$ cat config.mk
export PLATFORM = sky130hd
export DESIGN_NAME = millivolt_to_dac_code_top
export DESIGN_NICKNAME = d
export VERILOG_FILES = /design/src/hw/rtl/mvdac_pkg.sv /design/src/hw/rtl/mvdac_front.sv /design/src/hw/rtl/mvdac_queue.sv /design/src/hw/rtl/mvdac_back.sv /design/src/hw/rtl/millivolt_to_dac_code_top.sv
export SDC_FILE = /design/constraint.sdc
export NUM_CORES = 2
export LEC_CHECK = 0
export BUFFER_PORTS_ARGS = -buffer_cell sky130_fd_sc_hd__clkbuf_2
export CAP_MARGIN = 10
export CORE_ASPECT_RATIO = 1.25
export CORE_UTILIZATION = 58
export DETAILED_ROUTE_END_ITERATION = 10
export PLACE_DENSITY = 0.79
export SLEW_MARGIN = 20
export SYNTH_ARGS = -nofsm -noshare
export SYNTH_HDL_FRONTEND = slang
export SYNTH_SLANG_ARGS = --single-unit
$ cat constraint.sdc
create_clock -name i_clk -period 27.2 [get_ports i_clk]
set_input_delay 8.16 -clock i_clk [delete_from_list [all_inputs] [get_ports i_clk]]
set_output_delay 8.16 -clock i_clk [all_outputs]
set_load 0.02 [all_outputs]
$ cat src/hw/rtl/mvdac_pkg.sv
// Shared types, constants and the divider step for the millivolt to DAC code converter.
`default_nettype none

package mvdac_pkg;

    // Code resolution and derived divider widths
    localparam int CODE_BITS = 16;
    localparam int QW        = CODE_BITS + 1;          // quotient bits
    localparam int NW        = CODE_BITS + 17;         // numerator bits
    localparam int XW        = (QW > 16) ? QW : 16;    // code before field truncation
    localparam int NSTG      = QW + 1;                 // load stage plus one stage per bit

    // Job queue depth
    localparam int QD  = 4;
    localparam int QAW = $clog2(QD);

    // Target channel selector codes
    localparam logic [1:0] MODE_A    = 2'd0;
    localparam logic [1:0] MODE_B    = 2'd1;
    localparam logic [1:0] MODE_BOTH = 2'd2;

    // Configuration register indexes
    localparam logic [1:0] REG_RANGE_MIN = 2'd0;
    localparam logic [1:0] REG_RANGE_MAX = 2'd1;
    localparam logic [1:0] REG_ZERO_A    = 2'd2;
    localparam logic [1:0] REG_ZERO_B    = 2'd3;

    // Reset values of the configuration registers
    localparam logic signed [15:0] RST_RANGE_MIN = -16'sd10000;
    localparam logic signed [15:0] RST_RANGE_MAX = 16'sd10000;

    typedef enum logic [1:0] {
        CLS_ZERO,
        CLS_FULL,
        CLS_DIV
    } t_cls;

    typedef struct packed {
        logic signed [15:0] voltage_mv;
        logic [1:0]         mode;
    } t_in;

    typedef struct packed {
        logic        channel;
        logic [15:0] code;
        logic        last;
    } t_out;

    // One channel conversion handed from front to back
    typedef struct packed {
        logic        channel;
        logic        last;
        t_cls        cls;
        logic [15:0] s;
        logic [15:0] span;
    } t_job;

    // Divider pipeline stage
    typedef struct packed {
        logic          valid;
        logic          channel;
        logic          last;
        t_cls          cls;
        logic [15:0]   rem;
        logic [QW-1:0] num;
        logic [15:0]   span;
        logic [QW-1:0] quo;
    } t_stg;

    // One restoring division step: shift in a numerator bit, subtract if it fits
    function automatic t_stg div_step(input t_stg a);
        logic [16:0] rx;
        logic        ge;
        t_stg        b;
        b     = a;
        rx    = {a.rem, a.num[QW-1]};
        ge    = (rx >= {1'b0, a.span});
        b.rem = ge ? 16'(rx - {1'b0, a.span}) : rx[15:0];
        b.num = {a.num[QW-2:0], 1'b0};
        b.quo = {a.quo[QW-2:0], ge};
        return b;
    endfunction

endpackage

`default_nettype wire

$ cat src/hw/rtl/mvdac_front.sv
// Front end: configuration registers, input capture, clamp and classification into jobs.
`default_nettype none

module mvdac_front (
    input  wire logic              i_clk,
    input  wire logic              i_rst_n,
    input  wire logic              i_in_valid,
    output logic                   o_in_stall,
    input  wire mvdac_pkg::t_in    i_in_data,
    input  wire logic              i_cfg_valid,
    output logic                   o_cfg_ready,
    input  wire logic [1:0]        i_cfg_index,
    input  wire logic [15:0]       i_cfg_data,
    input  wire logic              i_q_full,
    output logic                   o_push,
    output mvdac_pkg::t_job        o_job
);

    logic signed [15:0] r_min, r_max, r_zero_a, r_zero_b;
    logic               r_valid;
    logic               r_second;
    mvdac_pkg::t_in     r_item;

    logic               mode_ok;
    logic               finishing;
    logic               load;
    logic               job_channel;
    logic               job_last;
    logic signed [15:0] v_in;
    logic signed [15:0] v_clamp;
    logic signed [15:0] zero_sel;
    logic signed [16:0] diff;
    logic signed [16:0] span;
    logic signed [17:0] s_val;
    logic signed [17:0] span_x;

    // Configuration writes are always taken
    assign o_cfg_ready = 1'b1;

    always_ff @(posedge i_clk) begin
        if (!i_rst_n) begin
            r_min    <= mvdac_pkg::RST_RANGE_MIN;
            r_max    <= mvdac_pkg::RST_RANGE_MAX;
            r_zero_a <= '0;
            r_zero_b <= '0;
        end else if (i_cfg_valid) begin
            unique case (i_cfg_index)
                mvdac_pkg::REG_RANGE_MIN: r_min    <= $signed(i_cfg_data);
                mvdac_pkg::REG_RANGE_MAX: r_max    <= $signed(i_cfg_data);
                mvdac_pkg::REG_ZERO_A:    r_zero_a <= $signed(i_cfg_data);
                mvdac_pkg::REG_ZERO_B:    r_zero_b <= $signed(i_cfg_data);
                default: ;
            endcase
        end
    end

    // Issue one job per cycle unless the queue is full; for both channels, A then B
    always_comb begin
        mode_ok = (r_item.mode == mvdac_pkg::MODE_A) ||
                  (r_item.mode == mvdac_pkg::MODE_B) ||
                  (r_item.mode == mvdac_pkg::MODE_BOTH);
        o_push      = r_valid && mode_ok && !i_q_full;
        job_channel = (r_item.mode == mvdac_pkg::MODE_B) || r_second;
        job_last    = (r_item.mode != mvdac_pkg::MODE_BOTH) || r_second;
        // Unused mode code is dropped without a result
        finishing  = r_valid && (!mode_ok || (o_push && job_last));
        load       = !r_valid || finishing;
        o_in_stall = !load;
    end

    // Clamp, remove range minimum and zero offset, classify
    always_comb begin
        v_in     = $signed(r_item.voltage_mv);
        zero_sel = job_channel ? r_zero_b : r_zero_a;
        if (v_in > r_max) begin
            v_clamp = r_max;
        end else if (v_in < r_min) begin
            v_clamp = r_min;
        end else begin
            v_clamp = v_in;
        end
        diff   = $signed({v_clamp[15], v_clamp}) - $signed({r_min[15], r_min});
        span   = $signed({r_max[15], r_max}) - $signed({r_min[15], r_min});
        s_val  = $signed({diff[16], diff}) - $signed({{2{zero_sel[15]}}, zero_sel});
        span_x = $signed({span[16], span});
        o_job.channel = job_channel;
        o_job.last    = job_last;
        if (s_val <= 18'sd0) begin
            o_job.cls = mvdac_pkg::CLS_ZERO;
        end else if (s_val >= span_x) begin
            o_job.cls = mvdac_pkg::CLS_FULL;
        end else begin
            o_job.cls = mvdac_pkg::CLS_DIV;
        end
        o_job.s    = s_val[15:0];
        o_job.span = span[15:0];
    end

    // Hold the current transaction until its last job is issued
    always_ff @(posedge i_clk) begin
        if (!i_rst_n) begin
            r_valid  <= 1'b0;
            r_second <= 1'b0;
        end else if (load) begin
            r_valid  <= i_in_valid;
            r_second <= 1'b0;
        end else if (o_push) begin
            r_second <= 1'b1;
        end
    end

    always_ff @(posedge i_clk) begin
        if (load) begin
            r_item <= i_in_data;
        end
    end

endmodule

`default_nettype wire

$ cat src/hw/rtl/mvdac_queue.sv
// Short job queue between the front end and the divider back end.
`default_nettype none

module mvdac_queue (
    input  wire logic            i_clk,
    input  wire logic            i_rst_n,
    input  wire logic            i_push,
    input  wire mvdac_pkg::t_job i_job,
    output logic                 o_full,
    input  wire logic            i_pop,
    output logic                 o_valid,
    output mvdac_pkg::t_job      o_job
);

    mvdac_pkg::t_job              r_mem [0:mvdac_pkg::QD-1];
    logic [mvdac_pkg::QAW-1:0]    r_wr;
    logic [mvdac_pkg::QAW-1:0]    r_rd;
    logic [mvdac_pkg::QAW:0]      r_cnt;

    logic do_push;
    logic do_pop;

    assign o_full  = (r_cnt == (mvdac_pkg::QAW + 1)'(mvdac_pkg::QD));
    assign o_valid = (r_cnt != '0);
    assign o_job   = r_mem[r_rd];
    assign do_push = i_push && !o_full;
    assign do_pop  = i_pop && o_valid;

    // Advance pointers and occupancy
    always_ff @(posedge i_clk) begin
        if (!i_rst_n) begin
            r_wr  <= '0;
            r_rd  <= '0;
            r_cnt <= '0;
        end else begin
            if (do_push) begin
                r_wr <= r_wr + 1'b1;
            end
            if (do_pop) begin
                r_rd <= r_rd + 1'b1;
            end
            if (do_push && !do_pop) begin
                r_cnt <= r_cnt + 1'b1;
            end else if (do_pop && !do_push) begin
                r_cnt <= r_cnt - 1'b1;
            end
        end
    end

    always_ff @(posedge i_clk) begin
        if (do_push) begin
            r_mem[r_wr] <= i_job;
        end
    end

endmodule

`default_nettype wire

$ cat src/hw/rtl/mvdac_back.sv
// Back end: pipelined restoring divider, saturation and output register.
`default_nettype none

module mvdac_back (
    input  wire logic            i_clk,
    input  wire logic            i_rst_n,
    input  wire logic            i_q_valid,
    input  wire mvdac_pkg::t_job i_job,
    output logic                 o_pop,
    output logic                 o_out_valid,
    input  wire logic            i_out_stall,
    output mvdac_pkg::t_out      o_out_data
);

    mvdac_pkg::t_stg r_stg [0:mvdac_pkg::NSTG-1];
    logic            r_out_valid;
    mvdac_pkg::t_out r_out;

    logic                        en;
    logic [mvdac_pkg::NW-1:0]    nsum;
    mvdac_pkg::t_stg             n_stg0;
    mvdac_pkg::t_stg             n_stg [1:mvdac_pkg::NSTG-1];
    mvdac_pkg::t_stg             last_stg;
    logic [mvdac_pkg::QW-1:0]    code_q;
    logic [mvdac_pkg::XW-1:0]    code_x;
    mvdac_pkg::t_out             n_out;

    // Whole pipeline moves together whenever the output slot frees up
    assign en    = !r_out_valid || !i_out_stall;
    assign o_pop = en && i_q_valid;

    // Build the rounded numerator and take its top bits as the first remainder
    always_comb begin
        nsum = {1'b0, i_job.s, {mvdac_pkg::CODE_BITS{1'b0}}} +
               mvdac_pkg::NW'(i_job.span[15:1]);
        n_stg0.valid   = i_q_valid;
        n_stg0.channel = i_job.channel;
        n_stg0.last    = i_job.last;
        n_stg0.cls     = i_job.cls;
        n_stg0.rem     = nsum[mvdac_pkg::NW-1:mvdac_pkg::QW];
        n_stg0.num     = nsum[mvdac_pkg::QW-1:0];
        n_stg0.span    = i_job.span;
        n_stg0.quo     = '0;
    end

    // One quotient bit per stage
    always_comb begin
        for (int k = 1; k < mvdac_pkg::NSTG; k++) begin
            n_stg[k] = mvdac_pkg::div_step(r_stg[k-1]);
        end
    end

    always_ff @(posedge i_clk) begin
        if (!i_rst_n) begin
            for (int k = 0; k < mvdac_pkg::NSTG; k++) begin
                r_stg[k].valid <= 1'b0;
            end
        end else if (en) begin
            r_stg[0] <= n_stg0;
            for (int k = 1; k < mvdac_pkg::NSTG; k++) begin
                r_stg[k] <= n_stg[k];
            end
        end
    end

    // Saturate and select the code for the job class
    always_comb begin
        last_stg = r_stg[mvdac_pkg::NSTG-1];
        code_q   = last_stg.quo[mvdac_pkg::QW-1] ?
                   {1'b0, {mvdac_pkg::CODE_BITS{1'b1}}} : last_stg.quo;
        unique case (last_stg.cls)
            mvdac_pkg::CLS_ZERO: code_x = '0;
            mvdac_pkg::CLS_FULL: code_x = mvdac_pkg::XW'({1'b0, {mvdac_pkg::CODE_BITS{1'b1}}});
            mvdac_pkg::CLS_DIV:  code_x = mvdac_pkg::XW'(code_q);
            default:             code_x = '0;
        endcase
        n_out.channel = last_stg.channel;
        n_out.code    = code_x[15:0];
        n_out.last    = last_stg.last;
    end

    always_ff @(posedge i_clk) begin
        if (!i_rst_n) begin
            r_out_valid <= 1'b0;
        end else if (en) begin
            r_out_valid <= last_stg.valid;
        end
    end

    always_ff @(posedge i_clk) begin
        if (en) begin
            r_out <= n_out;
        end
    end

    assign o_out_valid = r_out_valid;
    assign o_out_data  = r_out;

endmodule

`default_nettype wire

$ cat src/hw/rtl/millivolt_to_dac_code_top.sv
// Top level of the millivolt to DAC code converter.
// Converts a requested voltage in millivolts to a DAC code for channel A, channel B or
// both (A first, then B; last marks the final code of a request). The front end takes a
// single-channel request every cycle and holds a both-channel request until both its jobs
// are issued; it issues one channel job per cycle into a four-entry queue unless it is
// full. The back end is a restoring divider with one stage per quotient bit (CODE_BITS+1
// stages) plus a load stage and an output register, so it finishes one code per cycle
// unless the output stalls; a request's first code passes the input register, queue,
// load stage, divider stages and output register. Mode 3 is consumed with no result.
// Configuration registers (0 range min, 1 range max, 2 zero offset A, 3 zero offset B)
// may be written only while no request is in flight.
`default_nettype none

module millivolt_to_dac_code_top (
    input  wire logic            i_clk,
    input  wire logic            i_rst_n,
    input  wire logic            i_in_valid,
    output logic                 o_in_stall,
    input  wire mvdac_pkg::t_in  i_in_data,
    output logic                 o_out_valid,
    input  wire logic            i_out_stall,
    output mvdac_pkg::t_out      o_out_data,
    input  wire logic            i_cfg_valid,
    output logic                 o_cfg_ready,
    input  wire logic [1:0]      i_cfg_index,
    input  wire logic [15:0]     i_cfg_data
);

    logic            push;
    logic            q_full;
    logic            q_valid;
    logic            pop;
    mvdac_pkg::t_job push_job;
    mvdac_pkg::t_job q_job;

    mvdac_front u_front (
        .i_clk       (i_clk),
        .i_rst_n     (i_rst_n),
        .i_in_valid  (i_in_valid),
        .o_in_stall  (o_in_stall),
        .i_in_data   (i_in_data),
        .i_cfg_valid (i_cfg_valid),
        .o_cfg_ready (o_cfg_ready),
        .i_cfg_index (i_cfg_index),
        .i_cfg_data  (i_cfg_data),
        .i_q_full    (q_full),
        .o_push      (push),
        .o_job       (push_job)
    );

    mvdac_queue u_queue (
        .i_clk   (i_clk),
        .i_rst_n (i_rst_n),
        .i_push  (push),
        .i_job   (push_job),
        .o_full  (q_full),
        .i_pop   (pop),
        .o_valid (q_valid),
        .o_job   (q_job)
    );

    mvdac_back u_back (
        .i_clk       (i_clk),
        .i_rst_n     (i_rst_n),
        .i_q_valid   (q_valid),
        .i_job       (q_job),
        .o_pop       (pop),
        .o_out_valid (o_out_valid),
        .i_out_stall (i_out_stall),
        .o_out_data  (o_out_data)
    );

endmodule

`default_nettype wire

# [Word level (Yosys, flattened, before mapping)]
# Memories as Yosys holds them, arrays and structs flattened. A register that Yosys moved wholly into a read port is not among the register bits.
# Cells that the tools add are included.
[word_totals] inputBits=41 word_cells=176 register_bits=110 memories=2 ramBits=1422 out_inout_bits=21
[memory_table] memory="u_back.r_stg" words=18 width=71 read_ports=18 rd_ports_with_merged_regs=0 write_ports=18 line="mvdac_back.sv:15" source="mvdac_pkg::t_stg r_stg [0:mvdac_pkg::NSTG-1];"
[memory_table] memory="u_queue.r_mem" words=4 width=36 read_ports=1 rd_ports_with_merged_regs=1 write_ports=1 line="mvdac_queue.sv:15" source="mvdac_pkg::t_job r_mem [0:mvdac_pkg::QD-1];"
[op_classes] n_mux=52 bitwise_logic=19 n_lt_le_gt_ge=21 n_eq_ne=9 add_sub_neg=25 n_reduce_logical=33
[ops] op="$mux W16" count=21
[ops] op="$ge A17 B16 Y1" count=17
[ops] op="$sub A16 B16 Y16" count=17
[ops] op="$sub A16 B16 Y17" count=2
[ops] op="$add A32 B15 Y33" count=1
[ops] op="$pmux W16 S2" count=1
[ops] op="$mux W1" count=24
[ops] op="$ge A18 B17 Y1" count=1
[ops] op="$le A18 B1 Y1 const B" count=1
[ops] op="$or A1 B1 Y1" count=18
[ops] op="$sub A17 B16 Y18" count=1
[ops] op="$gt A16 B16 Y1" count=1
[ops] op="$lt A16 B16 Y1" count=1
[ops] op="$logic_and A1 B1 Y1" count=9
[ops] op="$eq A2 B2 Y1 const B" count=4
[ops] op="$logic_not A1 Y1" count=8
[ops] op="$mux W2" count=4
[ops] op="$reduce_and A2 Y1" count=4
[ops] op="$logic_or A1 B1 Y1" count=7
[ops] op="$eq A2 B1 Y1 const B" count=3
[ops] op="$mux W3" count=2
[ops] op="$add A2 B1 Y2 const B" count=2
[ops] op="$logic_not A2 Y1" count=2
[ops] op="$add A3 B1 Y3 const B" count=1
[ops] op="other kinds (7)" count=7

# [Logic depth before layout (Yosys ltp)]
[depth] ltp_word=10 ltp_mapped=33

# [By module]
# A second synthesis with hierarchy kept.
[unflattened] cells_unflattened=4158 hier_area_um2=52805.6
[modules_own_cells] mod="mvdac_back" seq_area_each_um2=24023.0 cells_each=3104 instances=1 area_each_um2=40238.6
[modules_own_cells] mod="mvdac_front" seq_area_each_um2=1861.8 cells_each=818 instances=1 area_each_um2=6849.1
[modules_own_cells] mod="mvdac_queue" seq_area_each_um2=4504.3 cells_each=236 instances=1 area_each_um2=5718.0

# [Worst setup path before layout]
# Ideal clock, no wire load.
[synth_timing] path_type="input -> register" from="input port i_out_stall" to="memory u_back.r_stg[0][1000] in the netlist's numbering, enable pin" setup_ns=1.233 setup_slack_ns=-0.731 stages=5 t_required_ns=25.967 t_arrival_ns=26.699 path_cell_list="and2_1 > inv_1 > clkbuf_1 > buf_1 > and2_1"
[synth_lines] item="start, declared" line="millivolt_to_dac_code_top.sv:21" source="input wire logic i_out_stall,"
[synth_lines] item="end, declared" line="mvdac_back.sv:15"

==> flow_metrics.py <==
metrics = {
    "yosys": {
        "yosysTopAreaCellShare_pct": 54.9,
        "ys_ff_latch": 1043,
        "dominantRegCellSynth": "edfxtp_1",
        "synth_cells": 4210,
        "yosysUniqueCellTypes": 68,
        "syn_nets": 4646,
        "synth_edf_count": 950,
        "synth_area_um2": 52000,
        "yosys-top-cells-area": "edfxtp_1, ha_1, dfxtp_1",
        "syn_area_per_cell_um2": 12.4,
        "ys_seq_area_share_pct": 58.4,
        "synth_top_area_cell": "edfxtp_1",
        "yosysWarnings": 0,
        "synthArstFlopShare_pct": 0,
    },
    "die": {
        "die_w_um": 270,
        "core_area_um2": 88700,
        "rows": 122,
        "io_pins": 62,
        "die_area_um2": 90900,
        "die_height_um": 337,
        "start_util_pct": 58.6,
    },
    "sta": {
        "worst_clock_skew_ns": 0.0242,
        "post-route-period-util_pct": 42.5,
        "finalSetupTns_ns": 0,
        "final_hold_viol_count": 0,
        "period_needed_ns": 11.57,
        "setup_violations": 0,
        "relSlewSlack_pct": 25.3,
        "rsz0062_at_grt": "false",
        "maxSlewViolCount": 0,
        "fmax_mhz": 86.4,
        "worstMarginPinSlew_ns": 1.12,
    },
    "clock_network": {
        "cts_max_level": 3,
        "cts_made_buffers": 101,
        "cts.sinks": 1043,
        "insertion_delay_ns": 0.68,
        "cts_resized": 0,
        "clock_tree.buffer_depth": 3,
        "hold_buffers": 0,
        "path_clk_slew_ns": 0.06,
        "cts_setup_buffers": 0,
        "cts_tree": "done",
        "clock-root-buffer": "clkbuf_16",
    },
    "cells_and_area": {
        "final_nets": 4746,
        "fin_util_pct": 64.5,
        "area_growth_pct": 9.95,
        "drive_above_1_share_pct": 10.8,
        "n_antenna_cell": 0,
        "fin_area_um2": 57200,
        "fillers": 6414,
    },
    "placement": {
        "routabilityCongestion": 0.900,
        "hpwl_mm": 72.3,
        "io_buffers": 60,
        "placed_area_um2": 53700,
    },
    "route": {
        "drc_errors": 0,
        "vias": 32000,
        "drt-total-wl_mm": 102,
        "detail-route-antenna-nets": 0,
        "drtIter0Drc": 2425,
        "drtPass1Iterations": 6,
        "drt-wirelength-per-cell_um": 18.4,
        "via_per_inst": 5.75,
    },
    "setup_path": {
        "required_ns": 27.48,
        "worst-path-max-fanout": 212,
        "crit_type": "input pin to flop",
        "crit_arrival_ns": 11.85,
        "crit_chain": "clkbuf_2 > and2_1 > inv_1 > buf_4 > and2_4 > buf_4 > buf_12",
        "reg2reg_depth": 31,
        "cp_slowest_stage_delay_ns": 0.86,
        "worst_setup_path_end_kind": "flop",
        "slowest_stage": "buf_4",
        "critPathMostFrequentCell": "buf_4",
        "start_kind": "input pin",
    },
    "grt": {
        "grt_max_degree": 213,
        "overflow": 0,
        "grt_pass1_vias": 31800,
        "grt_pass1_wl_mm": 163,
        "antenna_found_initial": 0,
        "grt_use_total_pct": 22.6,
    },
    "status": {
        "status": "completed",
    },
    "power_and_ir_drop": {
        "peakVddDrop_uv": 62.8,
        "p_per_area_nw_per_um2": 112,
        "power.leakage_nw": 22.4,
    },
    "worst_hold_path": {
        "min_path_type": "flop to flop",
        "hold_depth": 0,
    },
    "flow_run": {
        "maxCapViolCount": 0,
    },
}
## sequential cells by signal, summed over array words and instances, names as in the netlist, 3 cells and up, named ones only
| name | flops |
|---|---|
| u_front.r_zero_a | 16 |
| u_front.r_zero_b | 16 |
| u_back.r_stg | 787 |
| u_queue.r_mem | 144 |
| u_front.r_min | 16 |
| u_back.o_out_data | 18 |
| u_front.r_max | 16 |
| u_queue.r_cnt | 3 |
| u_front.v_in | 16 |
## stage by stage
stage | total power [mW] | setup WS, ns | instances | hold slack (ns)
final | 6.39 | 15.63 | 5574 | 0.406
after global routing | 6.77 | 15.35 | 5574 | 0.413
after CTS | 6.41 | 15.67 | 5573 | 0.401
after detailed placement | 4.91 | 14.94 | 5384 | 0.405
after global placement | 4.84 | 15.00 | 5384 | 0.400
after floorplan | 4.33 | 7.84 | 4210 | 0.400
## final cells by class
class | count | area [µm²] | share of cell area [%]
clock buffers | 128 | 2780 | 4.85
clock inverters | 61 | 712 | 1.25
inverters | 452 | 1700 | 2.97
multi-input cells | 2628 | 19600 | 34.3
flip-flops and latches | 1043 | 30400 | 53.2
well taps | 1178 | 1470 | 2.58
repair buffers | 84 | 526 | 0.919
## Yosys cell counts (25+ instances only)
library cell	number
o21a_1	32
nand3_1	41
dfxtp_1	93
mux2i_1	46
and2_1	27
inv_1	452
ha_1	361
o211ai_1	25
a21boi_0	131
xor2_1	28
nand2b_1	25
a21o_1	60
mux2_2	149
mux4_2	36
o41ai_1	25
edfxtp_1	950
o21ai_0	188
nor2_1	329
nand2_1	312
xnor2_1	134
a21oi_1	209
nor2b_1	63
nor3_1	65
fa_1	34
nand4_1	74
clkbuf_1	71
## power breakdown
group	switching, mW	internal [mW]
clock	0.597	0.859
sequential	0.178	2.26
combinational	1.38	1.12
total	2.15	4.24
## cells in the final DEF, fill, tap and decap left out, types with 19 or more instances in the layout
master,count
inv_1,453
clkbuf_2,60
mux2i_1,46
a21o_1,60
o211ai_1,25
o41ai_1,25
mux4_2,36
and3_1,19
xnor2_1,134
xor2_1,28
nand2b_1,25
a211oi_1,22
nand3_1,41
mux2_2,149
o21a_1,32
nor3_1,65
o21ai_0,188
nand4_1,74
buf_4,20
edfxtp_1,950
nand2_1,312
ha_1,361
nor2b_1,63
clkbuf_16,106
dfxtp_1,92
a21boi_0,131
fa_1,34
nor2_1,328
a21oi_1,204
and2_1,26
## worst max-delay path, delay by kind of cell
kind / cells / cell delay [ns]
buffers and inverters: 5 / 2.32
AND/OR/NAND/NOR: 2 / 1.07
## final timing paths
kind	endpoint	startpoint	slack, ns
max	u_back.r_stg[0][357]	i_out_stall	15.63
min	u_back.r_stg[0][429]	u_back.r_stg[0][357]	0.41
max reg2reg	u_queue.r_mem[0][32]	u_front.r_min[1]	19.49
min reg2reg	u_back.r_stg[0][429]	u_back.r_stg[0][357]	0.41
## cells by family after synthesis
logic type | after synthesis | synth area share, %
DFF | 1043 | 58.4
AOI/OAI and AO/OA | 802 | 9.91
muxes | 231 | 5.67
and+or+nand+nor | 1037 | 9.32
adders and majority gates | 395 | 10.0
other | 1 | 0.00721
buffers and inverters | 539 | 3.92
xor gates and xnor gates | 162 | 2.73
## routing by layer
metal / vias to the layer above / GRT usage (%) / share of wire [%]
met5: - / 0 / 0
met4: 0 / 10.2 / 4.1
met3: 231 / 2.78 / 3.6
met2: 718 / 43.8 / 55
met1: 15500 / 24.5 / 38
li1: 15600 / - / -
(Power assumes the default switching activity.)
